===== src/rtl/fbcr_pkg.sv =====
// Package for the framebuffer controller register front end.
// Holds the request and response beat types, block codes and register offsets.
// No dependencies.
`default_nettype none

package fbcr_pkg;

  // Register block selected by an access.
  typedef enum logic [1:0] {
    BLK_CTRL  = 2'd0,
    BLK_SW    = 2'd1,
    BLK_PAL   = 2'd2,
    BLK_NONE  = 2'd3
  } blk_e;

  // Access direction.
  typedef enum logic {
    REQ_READ  = 1'b0,
    REQ_WRITE = 1'b1
  } req_e;

  // Byte offsets of the register (low) halves; the high half sits two bytes below.
  localparam logic [7:0] OFF_CSR     = 8'h02;
  localparam logic [7:0] OFF_LSR     = 8'h06;
  localparam logic [7:0] OFF_VBASE   = 8'h0A;
  localparam logic [7:0] OFF_ROWW    = 8'h0E;
  localparam logic [7:0] OFF_SWIC    = 8'h02;
  localparam logic [7:0] OFF_SWCLR   = 8'h06;
  localparam logic [7:0] OFF_SWSTAT  = 8'h0A;
  localparam logic [7:0] OFF_PADDR   = 8'h02;
  localparam logic [7:0] OFF_PDATA_H = 8'h04;
  localparam logic [7:0] OFF_PDATA   = 8'h06;
  localparam logic [7:0] OFF_PBCR    = 8'h0A;

  localparam logic [15:0] SENSE_MASK = 16'h0E00;
  localparam logic [15:0] VBL_BIT    = 16'h0004;

  // Pixel depth codes.
  localparam logic [2:0] DEPTH_1BPP  = 3'd0;
  localparam logic [2:0] DEPTH_8BPP  = 3'd3;
  localparam logic [2:0] DEPTH_XRGB  = 3'd4;

  // Palette gather phases.
  localparam logic [1:0] PH_RED   = 2'd0;
  localparam logic [1:0] PH_GREEN = 2'd1;
  localparam logic [1:0] PH_BLUE  = 2'd2;

  // Reciprocal of 3 for a 16-bit dividend: q = (x * DIV3_MUL) >> DIV3_SHIFT.
  localparam logic [16:0] DIV3_MUL   = 17'h0AAAB;
  localparam int          DIV3_SHIFT = 17;

  typedef struct packed {
    logic        req_type;
    logic [1:0]  block_sel;
    logic [7:0]  reg_offset;
    logic [15:0] write_data;
  } req_t;

  typedef struct packed {
    logic [15:0] read_data;
    logic        palette_we;
    logic [7:0]  palette_index;
    logic [7:0]  palette_red;
    logic [7:0]  palette_green;
    logic [7:0]  palette_blue;
    logic        scanout_update;
    logic [31:0] scan_byte_offset;
    logic [19:0] scan_stride;
    logic [20:0] scan_width;
    logic [2:0]  depth_code;
    logic        irq_clear;
  } resp_t;

endpackage

`default_nettype wire


===== src/rtl/framebuffer_controller_registers.sv =====
// Register front end of the framebuffer controller: decode, register state and
// scanout descriptor build. Depends on fbcr_pkg.
//
// Usage:
//   Requests arrive on in_valid_i / in_data_i and are taken at each rising edge
//   where in_valid_i is high and in_stall_o is low. Every request produces one
//   response beat on out_valid_o / out_data_o, taken when out_stall_i is low.
//   A request is captured in an input register and is processed from there
//   into the response register once that register can advance. One request
//   per cycle is sustained while the receiver does not stall; the rate is set
//   by the single decode and update path between the two registers, which also
//   holds the two divide-by-3 reciprocal multipliers of the XRGB descriptor.
//   While the receiver stalls, the response register holds, and one more
//   request is still taken into the input register; after that in_stall_o
//   stays high until the response moves on.
//   The user writes the sense code through cfg_we_i / cfg_wdata_i only while
//   idle; the block does not enforce this. Reset clears the state registers,
//   the pixel depth becomes 1 bpp and both channels come up empty.
`default_nettype none

module framebuffer_controller_registers (
  input  wire               clk_i,
  input  wire               rst_ni,
  input  wire               in_valid_i,
  output logic              in_stall_o,
  input  wire fbcr_pkg::req_t in_data_i,
  output logic              out_valid_o,
  input  wire               out_stall_i,
  output fbcr_pkg::resp_t   out_data_o,
  input  wire               cfg_we_i,
  input  wire  [2:0]        cfg_wdata_i
);

  // Handshake and pipeline registers.
  logic             in_valid_q;
  fbcr_pkg::req_t   in_q;
  logic             out_valid_q;
  fbcr_pkg::resp_t  out_q, out_d;
  logic             out_adv;
  logic             proc_en;

  // Architectural state.
  logic [2:0]  sense_q;
  logic [15:0] cs_q, cs_d;
  logic [15:0] ls_q, ls_d;
  logic [15:0] vb_q, vb_d;
  logic [15:0] rw_q, rw_d;
  logic [15:0] swc_q, swc_d;
  logic [15:0] sws_q, sws_d;
  logic [7:0]  ptr_q, ptr_d;
  logic [1:0]  phase_q, phase_d;
  logic [31:0] pend0_q, pend0_d;
  logic [31:0] pend1_q, pend1_d;
  logic [15:0] hh_q, hh_d;
  logic [15:0] dc_q, dc_d;
  logic [2:0]  pd_q, pd_d;

  // Decode helpers.
  logic        is_wr;
  logic [15:0] wval;
  logic [31:0] full_long;
  logic [2:0]  new_depth;
  logic        build;

  // Descriptor datapath.
  logic [32:0] rw_prod, vb_prod;
  logic [14:0] rw_q3, vb_q3;
  logic [15:0] rw_rem16, vb_rem16;
  logic [4:0]  rw_frac;
  logic [7:0]  vb_frac;
  logic [19:0] stride;
  logic [20:0] width;
  logic [31:0] offset;

  assign out_adv    = !out_valid_q || !out_stall_i;
  assign proc_en    = in_valid_q && out_adv;
  assign in_stall_o = in_valid_q && !out_adv;

  assign is_wr     = (in_q.req_type == fbcr_pkg::REQ_WRITE);
  assign wval      = in_q.write_data;
  assign full_long = {hh_q, wval};

  always_comb begin
    if (wval[4:3] == 2'b11 && wval[1]) begin
      new_depth = fbcr_pkg::DEPTH_XRGB;
    end else begin
      new_depth = {1'b0, wval[4:3]};
    end
  end

  // Decode and state update for the request in the input register.
  always_comb begin
    cs_d    = cs_q;
    ls_d    = ls_q;
    vb_d    = vb_q;
    rw_d    = rw_q;
    swc_d   = swc_q;
    sws_d   = sws_q;
    ptr_d   = ptr_q;
    phase_d = phase_q;
    pend0_d = pend0_q;
    pend1_d = pend1_q;
    hh_d    = hh_q;
    dc_d    = dc_q;
    pd_d    = pd_q;
    build   = 1'b0;
    out_d   = '0;

    case (fbcr_pkg::blk_e'(in_q.block_sel))
      fbcr_pkg::BLK_CTRL: begin
        if (is_wr) begin
          case (in_q.reg_offset)
            fbcr_pkg::OFF_CSR: begin
              cs_d = (wval & ~fbcr_pkg::SENSE_MASK) | (cs_q & fbcr_pkg::SENSE_MASK);
              // Master reset keeps only the sense field and restarts the palette gather.
              if (wval[0]) begin
                cs_d    = cs_q & fbcr_pkg::SENSE_MASK;
                phase_d = fbcr_pkg::PH_RED;
              end
            end
            fbcr_pkg::OFF_LSR: ls_d = wval;
            fbcr_pkg::OFF_VBASE: begin
              vb_d  = wval;
              build = 1'b1;
            end
            fbcr_pkg::OFF_ROWW: begin
              rw_d  = wval;
              build = 1'b1;
            end
            default: ;
          endcase
        end else begin
          case (in_q.reg_offset)
            fbcr_pkg::OFF_CSR:
              out_d.read_data = (cs_q & fbcr_pkg::SENSE_MASK) | {4'b0, sense_q, 9'b0};
            fbcr_pkg::OFF_LSR:   out_d.read_data = ls_q;
            fbcr_pkg::OFF_VBASE: out_d.read_data = vb_q;
            fbcr_pkg::OFF_ROWW:  out_d.read_data = rw_q;
            default: ;
          endcase
        end
      end
      fbcr_pkg::BLK_SW: begin
        if (is_wr) begin
          case (in_q.reg_offset)
            fbcr_pkg::OFF_SWIC:   swc_d = wval;
            fbcr_pkg::OFF_SWCLR:  out_d.irq_clear = 1'b1;
            fbcr_pkg::OFF_SWSTAT: sws_d = wval;
            default: ;
          endcase
        end else begin
          case (in_q.reg_offset)
            fbcr_pkg::OFF_SWSTAT: begin
              // Each status read flips the blank bit so polling loops see it change.
              sws_d           = sws_q ^ fbcr_pkg::VBL_BIT;
              out_d.read_data = sws_d & fbcr_pkg::VBL_BIT;
            end
            fbcr_pkg::OFF_SWIC: out_d.read_data = swc_q;
            default: ;
          endcase
        end
      end
      fbcr_pkg::BLK_PAL: begin
        if (is_wr) begin
          case (in_q.reg_offset)
            fbcr_pkg::OFF_PDATA_H: hh_d = wval;
            fbcr_pkg::OFF_PADDR: begin
              ptr_d   = wval[7:0];
              phase_d = fbcr_pkg::PH_RED;
            end
            fbcr_pkg::OFF_PDATA: begin
              hh_d = '0;
              case (phase_q)
                fbcr_pkg::PH_RED: begin
                  pend0_d = full_long;
                  phase_d = fbcr_pkg::PH_GREEN;
                end
                fbcr_pkg::PH_GREEN: begin
                  pend1_d = full_long;
                  phase_d = fbcr_pkg::PH_BLUE;
                end
                default: begin
                  // Third long completes the entry. A long with all three colors
                  // packed in its low bytes, after two zero longs, is taken whole.
                  out_d.palette_we    = 1'b1;
                  out_d.palette_index = ptr_q;
                  if (pend0_q == '0 && pend1_q == '0 && full_long[31:8] != '0) begin
                    out_d.palette_red   = full_long[7:0];
                    out_d.palette_green = full_long[15:8];
                    out_d.palette_blue  = full_long[23:16];
                  end else begin
                    out_d.palette_red   = pend0_q[7:0];
                    out_d.palette_green = pend1_q[7:0];
                    out_d.palette_blue  = full_long[7:0];
                  end
                  ptr_d   = ptr_q + 8'd1;
                  phase_d = fbcr_pkg::PH_RED;
                end
              endcase
            end
            fbcr_pkg::OFF_PBCR: begin
              dc_d = wval;
              if (new_depth != pd_q) begin
                pd_d  = new_depth;
                build = 1'b1;
              end
            end
            default: ;
          endcase
        end else begin
          case (in_q.reg_offset)
            fbcr_pkg::OFF_PADDR: out_d.read_data = {8'b0, ptr_q};
            fbcr_pkg::OFF_PBCR:  out_d.read_data = dc_q;
            default: ;
          endcase
        end
      end
      default: ;
    endcase

    out_d.depth_code = pd_d;
    if (build && rw_d != '0) begin
      out_d.scanout_update   = 1'b1;
      out_d.scan_byte_offset = offset;
      out_d.scan_stride      = stride;
      out_d.scan_width       = width;
    end
  end

  // Divide by 3 through a reciprocal multiply; the remainder then picks the
  // fractional part of x*32/3 or x*256/3.
  assign rw_prod  = 33'(rw_d) * 33'(fbcr_pkg::DIV3_MUL);
  assign vb_prod  = 33'(vb_d) * 33'(fbcr_pkg::DIV3_MUL);
  assign rw_q3    = rw_prod[fbcr_pkg::DIV3_SHIFT +: 15];
  assign vb_q3    = vb_prod[fbcr_pkg::DIV3_SHIFT +: 15];
  assign rw_rem16 = rw_d - ({1'b0, rw_q3} + {rw_q3, 1'b0});
  assign vb_rem16 = vb_d - ({1'b0, vb_q3} + {vb_q3, 1'b0});

  always_comb begin
    case (rw_rem16[1:0])
      2'd1:    rw_frac = 5'd10;
      2'd2:    rw_frac = 5'd21;
      default: rw_frac = 5'd0;
    endcase
    case (vb_rem16[1:0])
      2'd1:    vb_frac = 8'd85;
      2'd2:    vb_frac = 8'd170;
      default: vb_frac = 8'd0;
    endcase
  end

  always_comb begin
    if (pd_d == fbcr_pkg::DEPTH_XRGB) begin
      stride = {rw_q3, 5'b0} + 20'(rw_frac);
      width  = {3'b0, stride[19:2]};
      offset = {9'b0, vb_q3, 8'b0} + 32'(vb_frac);
    end else begin
      stride = {2'b0, rw_d, 2'b0};
      width  = {rw_d, 5'b0} >> pd_d[1:0];
      offset = {11'b0, vb_d, 5'b0};
    end
  end

  always_ff @(posedge clk_i or negedge rst_ni) begin
    if (!rst_ni) begin
      in_valid_q  <= 1'b0;
      out_valid_q <= 1'b0;
      sense_q     <= '0;
      cs_q        <= '0;
      ls_q        <= '0;
      vb_q        <= '0;
      rw_q        <= '0;
      swc_q       <= '0;
      sws_q       <= '0;
      ptr_q       <= '0;
      phase_q     <= fbcr_pkg::PH_RED;
      pend0_q     <= '0;
      pend1_q     <= '0;
      hh_q        <= '0;
      dc_q        <= '0;
      pd_q        <= fbcr_pkg::DEPTH_1BPP;
    end else begin
      if (cfg_we_i) begin
        sense_q <= cfg_wdata_i;
      end
      if (!in_stall_o) begin
        in_valid_q <= in_valid_i;
      end
      if (out_adv) begin
        out_valid_q <= in_valid_q;
      end
      if (proc_en) begin
        cs_q    <= cs_d;
        ls_q    <= ls_d;
        vb_q    <= vb_d;
        rw_q    <= rw_d;
        swc_q   <= swc_d;
        sws_q   <= sws_d;
        ptr_q   <= ptr_d;
        phase_q <= phase_d;
        pend0_q <= pend0_d;
        pend1_q <= pend1_d;
        hh_q    <= hh_d;
        dc_q    <= dc_d;
        pd_q    <= pd_d;
      end
    end
  end

  always_ff @(posedge clk_i) begin
    if (!in_stall_o && in_valid_i) begin
      in_q <= in_data_i;
    end
    if (proc_en) begin
      out_q <= out_d;
    end
  end

  assign out_valid_o = out_valid_q;
  assign out_data_o  = out_q;

`ifndef SYNTHESIS
  a_phase_range: assert property (@(posedge clk_i) disable iff (!rst_ni)
    phase_q != 2'd3)
    else $error("palette gather phase out of range");

  a_depth_range: assert property (@(posedge clk_i) disable iff (!rst_ni)
    pd_q <= fbcr_pkg::DEPTH_XRGB)
    else $error("pixel depth out of range");

  a_stall_needs_item: assert property (@(posedge clk_i) disable iff (!rst_ni)
    in_stall_o |-> (in_valid_q && out_valid_q))
    else $error("input stalled with no held request");

  a_pal_idle_zero: assert property (@(posedge clk_i) disable iff (!rst_ni)
    (out_valid_q && !out_q.palette_we) |->
      (out_q.palette_red == '0 && out_q.palette_index == '0))
    else $error("palette fields set without a completed entry");

  a_entry_resets_phase: assert property (@(posedge clk_i) disable iff (!rst_ni)
    (proc_en && out_d.palette_we) |=> (phase_q == fbcr_pkg::PH_RED))
    else $error("palette phase not restarted after an entry");
`endif

endmodule

`default_nettype wire

===== config.mk =====
export PLATFORM = sky130hd
export DESIGN_NAME = framebuffer_controller_registers
export DESIGN_NICKNAME = d
export VERILOG_FILES = /design/src/rtl/fbcr_pkg.sv /design/src/rtl/framebuffer_controller_registers.sv
export SDC_FILE = /design/constraint.sdc
export NUM_CORES = 1
export LEC_CHECK = 0
export BUFFER_PORTS_ARGS = -buffer_cell sky130_fd_sc_hd__buf_2
export CAP_MARGIN = 0
export CORE_MARGIN = 3
export CORE_UTILIZATION = 55
export DETAILED_ROUTE_END_ITERATION = 12
export GPL_TIMING_DRIVEN = 0
export PLACE_DENSITY = 0.77
export RECOVER_POWER = 25
export SLEW_MARGIN = 40
export SYNTH_ARGS = -nofsm -noshare
export SYNTH_HDL_FRONTEND = slang
export SYNTH_SLANG_ARGS = --single-unit

===== constraint.sdc =====
create_clock -name clk_i -period 7.7 [get_ports clk_i]
set_input_delay 1.155 -clock clk_i [delete_from_list [all_inputs] [get_ports clk_i]]
set_output_delay 1.155 -clock clk_i [all_outputs]
set_load 0.005 [all_outputs]

==> results.toml <==
[run_status]
status = "finished, violations left"
failed_checks = "max-capacitance violations, max-slew violations"

[run]
drv_cap = 3

[synthesis]
synth_seq_cells = 321
netlist_instances = 2095
synth_cell_types = 68
ys.warnings.count = 0
async_flop_share_pct = 55.76
synthFlopType = "dfrtp_1"
netlist_area_um2 = 23060
synth_edf_count = 142
syn_area_per_cell_um2 = 11.01
seq_area_frac_synth_pct = 37.92

[setup_path]
criticalPathCategory = "reg -> reg"
crit_path_top_delay_cell = "or4_4"
required_ns = 8.10
slowest_delay_ns = 0.60
endpoint_kind = "register"
worstPathArrival_ns = 7.97
crit_path_max_fanout = 4
cp-start-kind = "register"

[global_route]
antenna_found_initial = 0
grt_max_degree = 77
overflow = 0
grt_pass1_vias = 17940
track_usage_pct = 29.72
grt_pass1_wl_um = 101900

[floorplan]
die-area_um2 = 44420
die_x_um = 210.8
ios = 164
core-area_um2 = 41110
die_height_um = 210.8
num_rows = 74
initial_utilization_pct = 56.09

[layout]
nNetsFinal = 2794
area_growth_pct = 18.04
design_area_um2 = 27220
drive_above_1_share_pct = 23.03
nFillCells = 3027
diodes = 0

[routing]
ant_nets = 0
routed_wl_um = 65640
drt_iter0_drc = 1533
vias_per_cell = 5.962
vias = 17390
wl_per_cell_um = 22.51
dr.pass1.iters = 5
route.detailed.drc = 0

[clock_tree]
clk_latency_ns = 0.56
clk_pin_slew_worst_paths_ns = 0.06
cts_tree = "yes"
cts.sinks = 321
htreeDepth = 2
cts_buffers = 37
clockBufferDepth = 3
cts-root-buf = "clkbuf_16"

[sta]
setup_viol = 0
min_period_ns = 7.569
rsz0062_at_grt = "yes"
hold_violations = 0
skew_ns = 0.01969
drv_slew = 184
tightest_slew_ns = 4.174
slew_headroom_pct = -178.3
fin_crit_sh_pct = 98.30
fmax_mhz = 132.1

[place]
routabilityCongestion = 0.9487
portBuffers = 154
hpwl_um = 48380
place_area_um2 = 24710

[min_path]
worstHoldPathType = "reg -> reg"
## critical path, delay by kind of cell (launching register included)
family                   cells  cell delay (ns)
AO/OA/AOI/OAI                3             0.52
multiplexers                 1             0.31
XOR/XNOR                     2             0.69
adder cells (fa/ha/maj)      7             2.88
buffers and inverters        7             0.84
AND/OR/NAND/NOR              6             1.79
flip-flops                   1             0.37
## per-stage QoR
| step | util (%) | setup slack [ns] | hold slack [ns] | std cells | TNS [ns] |
|---|---|---|---|---|---|
| after floorplan | - | 0.02247 | 0.4502 | 2103 | 0 |
| after global placement | 59.67 | -1.637 | 0.4665 | 2789 | -69.67 |
| after detailed placement | 60.11 | -1.718 | 0.4800 | 2794 | -68.90 |
| after CTS | 65.17 | -0.008220 | 0.4511 | 2904 | -0.008220 |
| after global routing | 66.21 | -0.04501 | 0.5209 | 2916 | -0.2651 |
| final | 66.21 | 0.1311 | 0.4981 | 2916 | 0 |
## Yosys cell counts (6+ instances only)
| master | number | share of area (%) |
|---|---|---|
| nand2_1 | 83 | 1.4 |
| xnor2_1 | 32 | 1.2 |
| dfrtp_1 | 179 | 19 |
| clkbuf_1 | 68 | 1.1 |
| o21bai_1 | 7 | 0.23 |
| edfxtp_1 | 142 | 18 |
| and3_1 | 8 | 0.22 |
| a22oi_1 | 10 | 0.33 |
| nor4_1 | 32 | 0.87 |
| ha_1 | 254 | 14 |
| fa_1 | 149 | 13 |
| nor2_1 | 138 | 2.2 |
| nand4_1 | 13 | 0.35 |
| a21oi_1 | 112 | 2.4 |
| a31oi_1 | 11 | 0.30 |
| a21o_1 | 21 | 0.68 |
| o22ai_1 | 18 | 0.49 |
| o21ai_0 | 55 | 1.2 |
| a221o_1 | 8 | 0.35 |
| buf_4 | 12 | 0.39 |
| and2_1 | 8 | 0.22 |
| nand2b_1 | 10 | 0.27 |
| mux2i_1 | 75 | 3.3 |
| a22o_1 | 12 | 0.46 |
| nor3_1 | 20 | 0.43 |
| nor2b_1 | 9 | 0.24 |
| a211oi_1 | 10 | 0.33 |
| mux2_2 | 127 | 6.2 |
| xor2_1 | 23 | 0.87 |
| inv_1 | 337 | 5.5 |
| or3_1 | 6 | 0.16 |
| o211ai_1 | 9 | 0.29 |
| o221ai_1 | 6 | 0.23 |
| nand3_1 | 28 | 0.61 |
## worst paths after layout
kind / start / end / slack, ns / cells past startpoint
worst max-delay path: in_q[20] / out_data_o[28] / 0.13 / 26
worst min-delay path: in_valid_q / out_valid_o / 0.50 / 1
worst max register to register: in_q[20] / out_data_o[28] / 0.13 / 26
worst min register to register: in_valid_q / out_valid_o / 0.50 / 1
max in group asynchronous: rst_ni / vb_q[12] / 1.96 / 2
min in group asynchronous: rst_ni / pend0_q[9] / 1.02 / 1
## area by class of cell
type                       instances  area, um^2  area share [%]
timing repair buffer             214        1275           4.684
tap                              532       665.6           2.445
inverter                         338        1282           4.712
buffer                            85       425.4           1.563
clock inverter                    14       161.4          0.5930
sequential                       321        8743           32.12
multi-input combinational       1359       13620           50.03
clock buffer                      53        1047           3.847
## placed cells by master, fill, tap and decap left out, types with 18 or more instances in the layout
cell	n
xor2_1	21
mux2_2	126
buf_4	63
mux2i_4	26
a21o_1	21
o22ai_1	18
mux2i_1	47
dfrtp_1	179
ha_4	18
fa_1	149
xnor2_1	27
nor2_1	133
ha_1	232
nand3_1	25
clkbuf_16	39
inv_1	318
a21oi_1	108
edfxtp_1	142
o21ai_0	47
nand2_1	81
buf_2	152
clkbuf_1	69
nor4_1	31
## what timing repair did
item                                    in CTS  in global routing
endpoints found under the setup margin      58                 45
hold buffers                                 0                  0
resized for setup                          104                 72
cloned                                       2                  0
pin swaps                                    9                 20
buffers inserted                            41                 12
## per-layer routing
metal  track usage [%]  wire [um]  up-vias
met5                 0          0        -
met4             10.83       2771        0
met3             5.287       5079      181
met2             49.28      31580      851
li1                  -          -     7726
met1             39.63      26210     8628
## cells by family after synthesis
logic type / after synthesis / synth area share [%]
AOI/OAI and AO/OA: 307 / 8.323
xor gates and xnor gates: 58 / 2.355
adders and majority gates: 403 / 26.72
buffers and inverters: 423 / 7.086
DFF: 321 / 37.92
muxes: 205 / 9.750
other: 1 / 0.01626
and+or+nand+nor: 377 / 7.835
## registers in the layout, summed over array words and instances, names as in the netlist
register and cells:
out_valid_o 1, wval 16, pd_q 3, sense_q 3
in_valid_q 1, ls_q 16, ptr_q 8, sws_q 1
is_wr 1, phase_q 2, dc_q 16, hh_q 16
swc_q 16, pend1_q 32, pend0_q 32, rw_q 16
vb_q 16, out_data_o 115, in_q 10
Power is left out: the tool's default activity adds up to more than one toggle a clock period on the data nets, which glitch-free logic cannot reach.
